[src/design/hrde_pkg.sv]
// ----------------------------------------------------------------------------
// hrde_pkg
// Shared types, constants and the character decoder for the hex record data
// extractor.
// ----------------------------------------------------------------------------
package hrde_pkg;

    localparam logic [31:0] BASE_RESET  = 32'h0800_0000;
    localparam logic [7:0]  CHAR_COLON  = 8'd58;
    localparam logic [7:0]  CHAR_ZERO   = 8'd48;
    localparam logic [7:0]  CHAR_NINE   = 8'd57;
    localparam logic [7:0]  ALPHA_BIAS  = 8'd55;

    // Record layout: character positions after the colon
    localparam logic [9:0]  POS_COUNT_END  = 10'd2;
    localparam logic [9:0]  POS_OFFSET_END = 10'd6;
    localparam logic [9:0]  POS_SKIP       = 10'd7;
    localparam logic [9:0]  POS_TYPE       = 10'd8;
    localparam logic [9:0]  POS_DATA       = 10'd9;

    localparam logic [3:0]  TYPE_DATA = 4'd0;

    // One output halfword with its address, index and end-of-record flag
    typedef struct packed {
        logic [31:0] record_address;
        logic [6:0]  word_index;
        logic [15:0] halfword;
        logic        last;
    } result_t;

    // Digits map to 0..9, everything else is offset by 55, low 4 bits kept
    function automatic logic [3:0] to_nibble(input logic [7:0] c);
        logic [7:0] diff;
        begin
            if (c >= CHAR_ZERO && c <= CHAR_NINE)
                diff = c - CHAR_ZERO;
            else
                diff = c - ALPHA_BIAS;
            return diff[3:0];
        end
    endfunction

endpackage

[src/design/hex_record_data_extractor.sv]
// ----------------------------------------------------------------------------
// hex_record_data_extractor
// Parses Intel HEX character streams and emits the data bytes of each data
// record as little-endian halfwords tagged with address and index.
// ----------------------------------------------------------------------------
//  channel  | dir | tdata / payload                                | tuser/tlast
//  s_axis   | in  | [7:0] char_in                                  | -
//  m_axis   | out | [31:0] record_address, [38:32] word_index,     | tlast = last
//           |     | [54:39] halfword, [55] zero                    |
//  cfg      | in  | [31:0] base_address                            | -
//
//  One character per cycle sustained while m_axis accepts results; a result
//  is offered on m_axis once its character has passed the input register and
//  the result has been caught in the output register (input register, then output register).
//  The parser step is the only loop: record state updates at each step.
//  A skid register behind the output keeps input flowing for one extra
//  result while m_axis stalls; s_axis_tready drops only when the input register and skid entry are both full.
//  rst_n clears all control state and sets base_address to 0x08000000.
// ----------------------------------------------------------------------------
module hex_record_data_extractor
(
    input  logic        clk,
    input  logic        rst_n,

    input  logic        s_axis_tvalid,
    output logic        s_axis_tready,
    input  logic [7:0]  s_axis_tdata,   // [7:0] char_in

    output logic        m_axis_tvalid,
    input  logic        m_axis_tready,
    output logic [55:0] m_axis_tdata,   // [31:0] addr, [38:32] index, [54:39] halfword
    output logic        m_axis_tlast,

    input  logic        cfg_valid,
    output logic        cfg_ready,
    input  logic [31:0] cfg_data        // [31:0] base_address
);
    import hrde_pkg::*;

    // Configuration register, always writable
    logic [31:0] base_address_reg;

    // Input register stage
    logic        in_valid_reg, in_valid_next;
    logic [7:0]  in_char_reg;

    // Output register plus one skid entry
    logic        out_valid_reg, out_valid_next;
    logic        skid_valid_reg, skid_valid_next;
    result_t     out_reg, out_next;
    result_t     skid_reg, skid_next;

    logic        in_xfer;
    logic        out_xfer;
    logic        advance;
    logic        res_valid;
    result_t     res;

    assign cfg_ready     = 1'b1;
    assign in_xfer       = s_axis_tvalid && s_axis_tready;
    assign out_xfer      = out_valid_reg && m_axis_tready;
    // The parser steps whenever a character is held and the skid entry is free to catch its result
    assign advance       = in_valid_reg && !skid_valid_reg;
    assign s_axis_tready = !in_valid_reg || !skid_valid_reg;

    assign m_axis_tvalid = out_valid_reg;
    assign m_axis_tlast  = out_reg.last;
    assign m_axis_tdata  = {1'b0, out_reg.halfword, out_reg.word_index,
                            out_reg.record_address};

    hrde_parser u_parser
    (
        .clk          (clk),
        .rst_n        (rst_n),
        .step         (advance),
        .char_in      (in_char_reg),
        .base_address (base_address_reg),
        .res_valid    (res_valid),
        .res          (res)
    );

    always_comb
    begin
        in_valid_next = in_valid_reg;
        if (in_xfer)
            in_valid_next = 1'b1;
        else if (advance)
            in_valid_next = 1'b0;
    end

    // Output queue: a new result goes to the output register if that slot is
    // free or draining this cycle, otherwise into the skid entry.
    always_comb
    begin
        out_valid_next  = out_valid_reg;
        skid_valid_next = skid_valid_reg;
        out_next        = out_reg;
        skid_next       = skid_reg;
        if (skid_valid_reg)
        begin
            if (out_xfer)
            begin
                out_next        = skid_reg;
                skid_valid_next = 1'b0;
            end
        end
        else if (advance && res_valid)
        begin
            if (!out_valid_reg || out_xfer)
            begin
                out_next       = res;
                out_valid_next = 1'b1;
            end
            else
            begin
                skid_next       = res;
                skid_valid_next = 1'b1;
            end
        end
        else if (out_xfer)
            out_valid_next = 1'b0;
    end

    always_ff @(posedge clk or negedge rst_n)
    begin
        if (!rst_n)
        begin
            base_address_reg <= BASE_RESET;
            in_valid_reg     <= 1'b0;
            out_valid_reg    <= 1'b0;
            skid_valid_reg   <= 1'b0;
        end
        else
        begin
            if (cfg_valid && cfg_ready)
                base_address_reg <= cfg_data;
            in_valid_reg   <= in_valid_next;
            out_valid_reg  <= out_valid_next;
            skid_valid_reg <= skid_valid_next;
        end
    end

    always_ff @(posedge clk)
    begin
        if (in_xfer)
            in_char_reg <= s_axis_tdata;
        out_reg  <= out_next;
        skid_reg <= skid_next;
    end

    a_skid_behind_out : assert property (@(posedge clk) disable iff (!rst_n)
        skid_valid_reg |-> out_valid_reg)
        else $error("skid entry holds a result while output slot is empty");

    a_full_blocks_input : assert property (@(posedge clk) disable iff (!rst_n)
        in_valid_reg && skid_valid_reg |-> !s_axis_tready)
        else $error("input accepted while pipeline is full");

    a_skid_fills_on_stall : assert property (@(posedge clk) disable iff (!rst_n)
        !skid_valid_reg && advance && res_valid && out_valid_reg && !m_axis_tready
        |=> skid_valid_reg)
        else $error("result dropped during output stall");

endmodule

[src/design/hrde_parser.sv]
// ----------------------------------------------------------------------------
// hrde_parser
// Record state tracker: consumes one character per step, holds the count,
// offset and partial halfword, and flags a result on every fourth data char.
// ----------------------------------------------------------------------------
module hrde_parser
(
    input  logic                clk,
    input  logic                rst_n,
    input  logic                step,
    input  logic [7:0]          char_in,
    input  logic [31:0]         base_address,
    output logic                res_valid,
    output hrde_pkg::result_t   res
);
    import hrde_pkg::*;

    logic [9:0]  char_position_reg, char_position_next;
    logic        in_record_reg, in_record_next;
    logic [7:0]  byte_count_reg, byte_count_next;
    logic [15:0] load_offset_reg, load_offset_next;
    logic [11:0] nibble_accum_reg, nibble_accum_next;

    logic [3:0]  nib;
    logic [6:0]  pages;
    logic [9:0]  rel;
    logic [6:0]  idx;
    logic [7:0]  idx_plus;

    assign nib      = to_nibble(char_in);
    assign pages    = byte_count_reg[7:1];
    assign rel      = char_position_reg - POS_DATA;
    assign idx      = rel[8:2];
    assign idx_plus = {1'b0, idx} + 8'd1;

    always_comb
    begin
        char_position_next = char_position_reg;
        in_record_next     = in_record_reg;
        byte_count_next    = byte_count_reg;
        load_offset_next   = load_offset_reg;
        nibble_accum_next  = nibble_accum_reg;
        res_valid          = 1'b0;
        res.record_address = base_address | {16'd0, load_offset_reg};
        res.word_index     = idx;
        res.halfword       = {nibble_accum_reg[3:0], nib, nibble_accum_reg[11:4]};
        res.last           = (idx_plus >= {1'b0, pages});

        if (step)
        begin
            if (char_in == CHAR_COLON)
            begin
                in_record_next     = 1'b1;
                char_position_next = 10'd1;
                byte_count_next    = '0;
                load_offset_next   = '0;
                nibble_accum_next  = '0;
            end
            else if (in_record_reg)
            begin
                char_position_next = char_position_reg + 10'd1;
                if (char_position_reg <= POS_COUNT_END)
                    byte_count_next = {byte_count_reg[3:0], nib};
                else if (char_position_reg <= POS_OFFSET_END)
                    load_offset_next = {load_offset_reg[11:0], nib};
                else if (char_position_reg == POS_SKIP)
                    char_position_next = char_position_reg + 10'd1;
                else if (char_position_reg == POS_TYPE)
                begin
                    // only a data record with at least one halfword goes on
                    if (nib != TYPE_DATA || pages == 7'd0)
                        in_record_next = 1'b0;
                end
                else if (rel[1:0] != 2'b11)
                    nibble_accum_next = {nibble_accum_reg[7:0], nib};
                else
                begin
                    res_valid         = 1'b1;
                    nibble_accum_next = '0;
                    if (res.last)
                        in_record_next = 1'b0;
                end
            end
        end
    end

    always_ff @(posedge clk or negedge rst_n)
    begin
        if (!rst_n)
        begin
            char_position_reg <= '0;
            in_record_reg     <= 1'b0;
            byte_count_reg    <= '0;
            load_offset_reg   <= '0;
            nibble_accum_reg  <= '0;
        end
        else
        begin
            char_position_reg <= char_position_next;
            in_record_reg     <= in_record_next;
            byte_count_reg    <= byte_count_next;
            load_offset_reg   <= load_offset_next;
            nibble_accum_reg  <= nibble_accum_next;
        end
    end

    a_res_needs_step : assert property (@(posedge clk) disable iff (!rst_n)
        res_valid |-> step && in_record_reg)
        else $error("result without an active record step");

    a_last_closes : assert property (@(posedge clk) disable iff (!rst_n)
        res_valid && res.last |=> !in_record_reg)
        else $error("record still open after its last halfword");

endmodule
[config.mk]
export PLATFORM = sky130hd
export DESIGN_NAME = hex_record_data_extractor
export DESIGN_NICKNAME = d
export VERILOG_FILES = /design/src/design/hrde_pkg.sv /design/src/design/hex_record_data_extractor.sv /design/src/design/hrde_parser.sv
export SDC_FILE = /design/constraint.sdc
export NUM_CORES = 1
export LEC_CHECK = 0
export BUFFER_PORTS_ARGS = -buffer_cell sky130_fd_sc_hd__buf_2
export CAP_MARGIN = 20
export CORE_MARGIN = 2
export CORE_UTILIZATION = 39
export DETAILED_ROUTE_END_ITERATION = 12
export MAX_ROUTING_LAYER = met4
export PLACE_DENSITY_LB_ADDON = 0.1
export SYNTH_ARGS = -nofsm -noshare
export SYNTH_HDL_FRONTEND = slang
export SYNTH_SLANG_ARGS = --single-unit
[constraint.sdc]
create_clock -name clk -period 6.17 [get_ports clk]
set_clock_uncertainty 0.1 [all_clocks]
set_input_delay 0.3085 -clock clk [delete_from_list [all_inputs] [get_ports clk]]
set_output_delay 0.3085 -clock clk [all_outputs]
set_load 0.02 [all_outputs]
==> metrics.cfg, run 1 <==
[status]
outcome=finished, final reports clean

[critical_path]
end_kind=register
cp_max_fo=15
crit_type=register to register
cpPeakStageDelay_ns=0.53
r2r-start=u_parser.char_position_reg[2]$_DFFE_PN0P_
cp_data_required_time_ns=6.32
startpoint=u_parser.char_position_reg[2]$_DFFE_PN0P_
cp-start-kind=register
reg2reg_slack_ns=2.67
cp_slowest_cell=dfrtp_1
crit_arrival_ns=3.66
crit_chain=o31ai_1 -> nand2b_1 -> xnor2_1 -> nand3_1 -> xnor2_1 -> ha_1 -> a21o_1 -> a21oi_1 -> o21ai_0 -> a21oi_1 -> o21ai_1 -> mux2_2

[grt]
grt_use_met2_pct=24.9
grt_usage_pct=15.4
grt_overflow=0
gr-max-usage-layer=met2
use_met1_pct=20.0
grt_pass1_vias=4974
met3_usage_pct=2.62
antenna_found_initial=0
grt_pass1_wl_mm=26.6
grt_max_degree=63

[synthesis]
synthTopCellsByArea=edfxtp_1 (43%), dfrtp_1 (24%), mux2_2 (12%)
yosysWarnings=0
async_reset_ff_share_pct=40.6
synthCells=551
ys_types=58
synth_edf_count=120
ys_seq_elements=202
syn_nets=613
synth_area_per_cell_um2=15.3
synth.top_cell.area_share_pct=42.8
synth.cell_area_um2=8420
synth.yosys.seq_area_share_pct=67.2
synthFlopType=edfxtp_1
synth_area_leader_cell=edfxtp_1

[cells_and_area]
antenna_cells=0
final_cell_mix=edfxtp_1 (120), buf_2 (101), mux2_2 (88)
nFillCells=1852
nNetsFinal=760
area_growth_pct=22.5
drive_above_1_share_pct=36.9
largest_reg_flops=56
final_common_cell=edfxtp_1

[clocking]
cts_setup_buffers=0
cts_tree=built
clk_path_buf_depth=3
numCtsBuffers=23
ctsResizeCount=0
clkTransAtPathRegs_ns=0.06
hold_buffers=43
h-tree-depth=1
cts_sinks=202
clockRootBuffer=clkbuf_16
clk_latency_ns=0.50

[sta]
hold_violations=0
finalSetupViolations=0
rsz0062_at_grt=no
drv_slew=0
finalCritPeriodShare_pct=56.8
fmax_ghz=0.285
worst_slack_ns=2.67
tightest_slew_ns=0.901
tns_ns=0
slew_headroom_pct=39.9
fin_crit_ns=3.50

[detailed_routing]
ant_nets=0
vias=4926
avgRoutedWirePerCell_um=17.2
drtIter0Drc=259
via_per_inst=4.98
remaining_drc_errors=0
drt_first_pass_iters=6
routed_wl_mm=17.0

[die]
core_um2=21100
dieArea_um2=22800
die_x_um=151
num_rows=53
io_pins=105
die_h_um=151
initial_core_util_pct=39.9

[hold_path]
hold_path.class=input port to asynchronous set/reset pin

[place]
port_buffers=102
place_congestion=0.809
hpwlAfterDp_mm=10.4
dpl_worst_slack_ns=2.71

[pwr]
peakVddDrop_mv=0.194
p_leak_nw=4.12
power.density_nw_per_um2=314

[flow_run]
timing.max_cap.violations=0

logic make-up (layout without fill, tap and decap cells):
logic type	after synthesis	after routing	share of synthesized area, %
DFF	202	202	67.2
muxes	89	89	11.9
xor gates and xnor gates	22	22	2.29
and+or+nand+nor	101	101	6.98
other	2	2	0.0892
buffers and inverters	43	207	2.39
AOI/OAI and AO/OA	75	75	6.67
adders and majority gates	17	17	2.53
per-layer routing:
layer  part of all wire [%]  vias up
met3                    4.5       31
met1                     46     2447
li1                       -     2339
met2                     47      109
met5                      0        -
met4                    2.3        0
power breakdown:
group          leakage (nW)  switching [mW]  internal [mW]  total [mW]
Sequential             2.15          0.0574           1.51        1.56
Clock                 0.321           0.533          0.706        1.24
Combinational          1.65           0.216          0.218       0.434
Total                  4.12           0.806           2.43        3.24
worst max-delay path, delay by kind of cell (launching register included):
family                   cells  cell delay (ns)
multiplexers                 1             0.28
flip-flops                   1             0.53
AO/OA/AOI/OAI                6             1.13
AND/OR/NAND/NOR              2             0.33
XOR/XNOR                     2             0.61
adder cells (fa/ha/maj)      1             0.27
Yosys cell counts, types with 3 or more instances:
cell and n:
edfxtp_1 120, mux2_2 88, dfrtp_1 81, a22o_1 27, nand2_1 19, nor2_1 18
clkbuf_1 17, ha_1 17, or2_2 16, inv_1 14, xnor2_1 13, o21ai_0 11
xor2_1 9, a21oi_1 8, a22o_2 6, nand2b_1 6, nand3_1 5, nor3_1 5
a211oi_1 4, buf_4 4, o21ai_1 4, buf_1 3, buf_6 3, nor4b_1 3
o31ai_1 3
per-stage QoR:
stage	instance area (um^2)	std cells	hold slack [ns]	util, %	total power [mW]
2_1_floorplan	8420	551	-0.0871	-	1.88
4_1_cts	10300	990	0.202	48.9	3.28
3_5_place_dp	9200	905	0.197	43.6	2.00
6_report	10300	990	0.200	48.9	3.24
5_1_grt	10300	990	0.220	48.9	3.39
3_3_place_gp	9200	905	0.205	43.6	1.98
final timing paths:
kind,to,cells past startpoint
setup / recovery,m_axis_tlast$_DFFE_PP_,12
hold / removal,u_parser.nibble_accum_reg[9]$_DFFE_PN0P_,2
setup reg to reg,m_axis_tlast$_DFFE_PP_,12
hold reg to reg,skid_reg[40]$_DFFE_PP_,0
max in group asynchronous,skid_valid_reg$_DFF_PN0_,3
min in group clk,skid_reg[40]$_DFFE_PP_,0
cell type report:
cell class | instances | area, um^2 | share of cell area [%]
flip-flops and latches | 202 | 5660 | 54.9
multi-input cells | 306 | 2590 | 25.1
repair buffers | 151 | 988 | 9.58
clock buffers | 32 | 619 | 6.01
well taps | 275 | 344 | 3.34
clock inverters | 10 | 65.1 | 0.631
inverters | 14 | 52.6 | 0.510
(Power assumes the default switching activity.)
==> run 2: changes to the inputs <==
clock period = 3 ns   (was 6.17 ns; I/O delays follow)
==> run 2 against run 1 <==
Against the previous run:
- sequential share of layout area is 2.3 points lower
- cell area is 4.5% higher
- die area stayed put
- core utilization is 2.2 points higher
- final cell count is 2.5% higher
- highest routed layer unchanged
- worst setup slack worse by 2.6 ns
- power is 120% higher
- critical path depth is 2 higher
- count of clock-buffer cells in the layout is 4 lower
- first-iteration DRC count is 14% lower
- combinational power grew to 2.7 times the previous value
==> metrics.cfg, run 2 (same netlist as run 1, synthesis figures left out) <==
[status]
outcome=finished, final reports clean

[die]
dieArea_um2=22800  ; unchanged
die_h_um=151  ; unchanged
num_rows=53  ; unchanged
io_pins=105  ; unchanged
core_um2=21100  ; unchanged
die_x_um=151  ; unchanged
initial_core_util_pct=39.9  ; unchanged

[cells_and_area]
nNetsFinal=786  ; +3.4%
fin_util_pct=51.1  ; +2.2 points
final_common_cell=edfxtp_1
area_growth_pct=28.0
antenna_cells=0  ; unchanged
final_cell_mix=edfxtp_1 (120), buf_2 (101), mux2_2 (88)
drive_above_1_share_pct=43.1  ; +6.2 points
largest_reg_flops=56  ; unchanged
nFillCells=1808  ; -2.4%

[detailed_routing]
drtIter0Drc=223  ; -14%
vias=5073  ; +3.0%
via_per_inst=5.00  ; +0.45%
ant_nets=0  ; unchanged
drt_first_pass_iters=4  ; -2
routed_wl_mm=17.0  ; -0.40%
remaining_drc_errors=0  ; unchanged
avgRoutedWirePerCell_um=16.7  ; -2.9%

[clocking]
h-tree-depth=1  ; unchanged
clk_latency_ns=0.50  ; about the same
clkTransAtPathRegs_ns=0.06  ; about the same
cts_sinks=202  ; unchanged
clk_path_buf_depth=3  ; unchanged
cts_tree=built
clockRootBuffer=clkbuf_16
numCtsBuffers=23  ; unchanged

[sta]
hold_violations=0  ; unchanged
fin_crit_ns=2.95  ; -0.550 ns
fmax_ghz=0.339  ; +19%
finalCritPeriodShare_pct=98.5  ; +42 points
drv_slew=0  ; unchanged
tightest_slew_ns=0.870  ; -0.0311 ns
rsz0062_at_grt=yes
slew_headroom_pct=42.0  ; +2.1 points
tns_ns=0  ; unchanged
finalSetupViolations=0  ; unchanged

[hold_path]
hold_path.class=input port to asynchronous set/reset pin

[pwr]
p_leak_nw=4.34  ; +5.5%
peakVddDrop_mv=0.454  ; +130%
power.density_nw_per_um2=671  ; +110%

[critical_path]
cp-start-kind=register
crit_arrival_ns=3.10  ; -0.56 ns
cp_data_required_time_ns=3.14  ; -3.18 ns
crit_type=register to register
cp_max_fo=5  ; -10
end_kind=register

[grt]
grt_overflow=0  ; unchanged
grt_usage_pct=15.4  ; +0.053 points
antenna_found_initial=0  ; unchanged
grt_max_degree=63  ; unchanged
grt_pass1_wl_mm=26.7  ; +0.31%
grt_pass1_vias=5079  ; +2.1%

[place]
hpwlAfterDp_mm=10.8  ; +4.4%
port_buffers=102  ; unchanged
place_congestion=0.778  ; -3.8%

[flow_run]
timing.max_cap.violations=0  ; unchanged

## run 2: metrics by stage
stage                     hold WS (ns)  std cells  power [mW]  cell area [um^2]  setup slack (ns)
after floorplan                 -0.246        551        3.91              8510            -0.365
after global placement           0.190        926        4.22              9440            0.0384
after detailed placement         0.181        926        4.26              9440           -0.0673
after CTS                        0.206       1013        7.22             10700           0.00815
after global routing             0.240       1015        7.59             10800            -0.147
final                            0.169       1015        7.24             10800            0.0463
## run 2: path summary, 6_finish.rpt
path / slack [ns] / cells past startpoint / to / startpoint
max: 0.05 / 14 / m_axis_tlast$_DFFE_PP_ / u_parser.char_position_reg[1]$_DFFE_PN0P_
min: 0.17 / 2 / u_parser.nibble_accum_reg[9]$_DFFE_PN0P_ / rst_n
max reg2reg: 0.05 / 14 / m_axis_tlast$_DFFE_PP_ / u_parser.char_position_reg[1]$_DFFE_PN0P_
min reg2reg: 0.37 / 0 / skid_reg[43]$_DFFE_PP_ / base_address_reg[19]$_DFFE_PN0P_
max in group asynchronous: 1.91 / 3 / base_address_reg[27]$_DFFE_PN1P_ / rst_n
min in group clk: 0.27 / 2 / in_char_reg[3]$_DFFE_PP_ / s_axis_tdata[3]
## run 2: power by group
group / total, mW / switching (mW) / internal [mW] / leakage (nW)
Combinational: 1.17 / 0.539 / 0.634 / 1.81
Clock: 2.86 / 1.09 / 1.77 / 0.391
Sequential: 3.20 / 0.104 / 3.10 / 2.14
## run 2: area by class of cell
cell class / instances / area [um^2] / share of cell area [%]
clock buffers: 28 / 634 / 5.88
flip-flops and latches: 202 / 5660 / 52.5
clock inverters: 13 / 156 / 1.45
multi-input cells: 306 / 2710 / 25.1
repair buffers: 177 / 1220 / 11.3
inverters: 14 / 52.6 / 0.487
well taps: 275 / 344 / 3.19
## run 2: critical path, cell delays in order, from the launching register on
cell and delay [ns]:
dfrtp_2 0.46, inv_2 0.09, ha_4 0.18, nand2b_4 0.07, a211oi_2 0.20, xor2_1 0.20, buf_4 0.16, xnor2_2 0.06
ha_1 0.31, a21o_1 0.19, a21oi_2 0.11, o21ai_1 0.08, a21oi_1 0.12, o21ai_1 0.10, mux2_2 0.26
## run 2: repair_timing
action,in CTS,in global routing
resized for setup,1,15
pin swaps,3,6
hold buffers,43,0
setup buffers,3,2
hold endpoints to repair,100,0
endpoints found under the setup margin,1,3
## run 2: per-layer routing
metal | track usage, % | vias to the layer above | share of wire (%)
li1 | - | 2401 | -
met1 | 20.2 | 2534 | 45
met2 | 25.0 | 114 | 48
met3 | 2.89 | 24 | 4.5
met4 | 3.93 | 0 | 2.2
met5 | - | - | 0
==> run 3: changes to the inputs <==
CTS_BUF_LIST = sky130_fd_sc_hd__clkbuf_8   (was unset)
==> run 3 against run 2 <==
Against the previous run:
- final cell count up 2.5%
- worst setup slack got worse by 0.026 ns
- core utilization fell by 0.57 points
- cell area shrank 1.1%
- combinational power about the same
==> metrics.cfg, run 3 (same netlist as run 1, synthesis figures left out) <==
[die]
io_pins=105  ; unchanged
dieArea_um2=22800  ; unchanged
die_x_um=151  ; unchanged
die_h_um=151  ; unchanged
core_um2=21100  ; unchanged
num_rows=53  ; unchanged
initial_core_util_pct=39.9  ; unchanged

[place]
dpl_worst_slack_ns=-0.0673  ; unchanged
hpwlAfterDp_mm=10.8  ; unchanged
port_buffers=102  ; unchanged
place_congestion=0.778  ; unchanged
dpl.cell_count=926  ; unchanged
place_area_um2=9440  ; unchanged

[cells_and_area]
nNetsFinal=800  ; +1.8%
area_growth_pct=26.6
antenna_cells=0  ; unchanged
instances_no_fill=1040  ; +2.5%
largest_reg_flops=56  ; unchanged
design_area_um2=10700  ; -1.1%
final_common_cell=edfxtp_1
drive_above_1_share_pct=42.4  ; -0.76 points
final_cell_mix=edfxtp_1 (120), buf_2 (101), mux2_2 (88)

[detailed_routing]
drtIter0Drc=199  ; -11%
avgRoutedWirePerCell_um=16.6  ; -0.51%
remaining_drc_errors=0  ; unchanged
vias=5112  ; +0.77%
routed_wl_mm=17.3  ; +1.9%
ant_nets=0  ; unchanged
drt_first_pass_iters=4  ; unchanged
via_per_inst=4.92  ; -1.7%

[grt]
grt_pass1_vias=5309  ; +4.5%
grt_overflow=0  ; unchanged
grt_max_degree=63  ; unchanged
grt_usage_pct=15.8  ; +0.37 points
grt_pass1_wl_mm=27.0  ; +1.3%
antenna_found_initial=0  ; unchanged

[sta]
worst_slack_ns=0.0199  ; -0.0264 ns
hold_violations=0  ; unchanged
rsz0062_at_grt=yes
finalSetupViolations=0  ; unchanged
drv_slew=0  ; unchanged
tns_ns=0  ; unchanged
hold_ws_ns=0.141  ; -0.0278 ns
tightest_slew_ns=0.874  ; +0.00348 ns
finalCritPeriodShare_pct=99.3  ; +0.88 points
fmax_ghz=0.336  ; -0.89%
fin_crit_ns=2.98  ; +0.0264 ns
slew_headroom_pct=41.8  ; -0.23 points

[pwr]
p_sw_share_pct=25.6  ; +1.6 points
pwr-share-comb_pct=17.4  ; +1.2 points
clkPwrFrac_pct=34.9  ; -4.6 points
power_switching_mw=1.72  ; -0.63%
p_int_mw=5.01  ; -9.0%
peakVddDrop_mv=0.273  ; -40%
p_leak_nw=4.37  ; +0.68%
p_seq_share_pct=47.7  ; +3.4 points
power.density_nw_per_um2=631  ; -6.0%

[critical_path]
cp_common_cell=o21ai_1
cp_num_cells=14  ; unchanged
cpPeakStageDelay_ns=0.46  ; about the same
cp_max_fo=5  ; unchanged
crit_chain=inv_2 -> ha_4 -> nand2b_4 -> a211oi_2 -> xor2_1 -> buf_4 -> xnor2_2 -> ha_1 -> a21o_1 -> a21oi_2 -> o21ai_1 -> a21oi_1 -> o21ai_1 -> mux2_2
cp_data_required_time_ns=3.16  ; +0.02 ns
r2r_cells=14  ; unchanged
crit_type=register to register
critPathTopFamily=compound AO/OA/AOI/OAI gates
crit_arrival_ns=3.14  ; +0.04 ns
end_kind=register
cp_slowest_cell=dfrtp_2
cp-start-kind=register
crit_buf_inv=2  ; unchanged

[status]
outcome=finished, final reports clean

[clocking]
cts_tree=built
numCtsBuffers=37  ; +61%
cts_sinks=202  ; unchanged
clkTransAtPathRegs_ns=0.05  ; about the same
clockRootBuffer=clkbuf_8
h-tree-depth=2  ; +1
clk_path_buf_depth=3  ; unchanged
clk_latency_ns=0.52  ; +0.02 ns

[flow_run]
timing.max_cap.violations=0  ; unchanged

[hold_path]
hold_path.class=input port to asynchronous set/reset pin

## run 3: cell types whose count changed in the layout (fill, tap and decap cells not counted), sizes merged
cell and change:
clkinv -2, inv +17, clkbuf +14, clkinvlp -1, bufinv -3
## run 3: final cells by class
cell class	count	area, um^2
fillers	1843	10400
flip-flops and latches	202	5660
multi-input cells	306	2710
repair buffers	177	1220
clock buffers	42	578
well taps	275	344
clock inverters	24	98.8
inverters	14	52.6
## run 3: what timing repair did
item	in CTS	in global routing
setup buffers	2	3
hold buffers	43	0
hold endpoints to repair	100	0
pin swaps	0	9
endpoints found under the setup margin	1	3
resized for setup	0	14
## run 3: power by group through the flow
stage	sequential, mW	clock, mW	combinational (mW)
finish	3.21	2.35	1.17
global route	3.22	2.57	1.31
CTS	3.20	2.45	1.06
detailed placement	3.25	0	1.00
global placement	3.24	0	0.975
floorplan	3.21	0	0.694
## run 3: stage by stage
stage / power, mW / util [%]
6_report: 6.73 / 50.6
5_1_grt: 7.10 / 50.6
4_1_cts: 6.71 / 50.1
3_5_place_dp: 4.26 / 44.8
3_3_place_gp: 4.22 / 44.8
2_1_floorplan: 3.91 / -
## run 3: metal layers
metal | up-vias | share of wire (%) | GRT usage (%)
met3 | 37 | 4.7 | 3.28
li1 | 2435 | - | -
met2 | 130 | 48 | 25.5
met1 | 2510 | 45 | 19.7
met5 | - | 0 | -
met4 | 0 | 2.5 | 5.98
## run 3: worst paths after layout
kind | start | end | slack [ns]
max in group asynchronous | rst_n | base_address_reg[27]$_DFFE_PN1P_ | 1.92
setup / recovery | u_parser.char_position_reg[1]$_DFFE_PN0P_ | m_axis_tlast$_DFFE_PP_ | 0.02
hold / removal | rst_n | u_parser.nibble_accum_reg[10]$_DFFE_PN0P_ | 0.14
min in group clk | s_axis_tdata[3] | in_char_reg[3]$_DFFE_PP_ | 0.24
hold reg to reg | base_address_reg[31]$_DFFE_PN0P_ | skid_reg[55]$_DFFE_PP_ | 0.36
setup reg to reg | u_parser.char_position_reg[1]$_DFFE_PN0P_ | m_axis_tlast$_DFFE_PP_ | 0.02
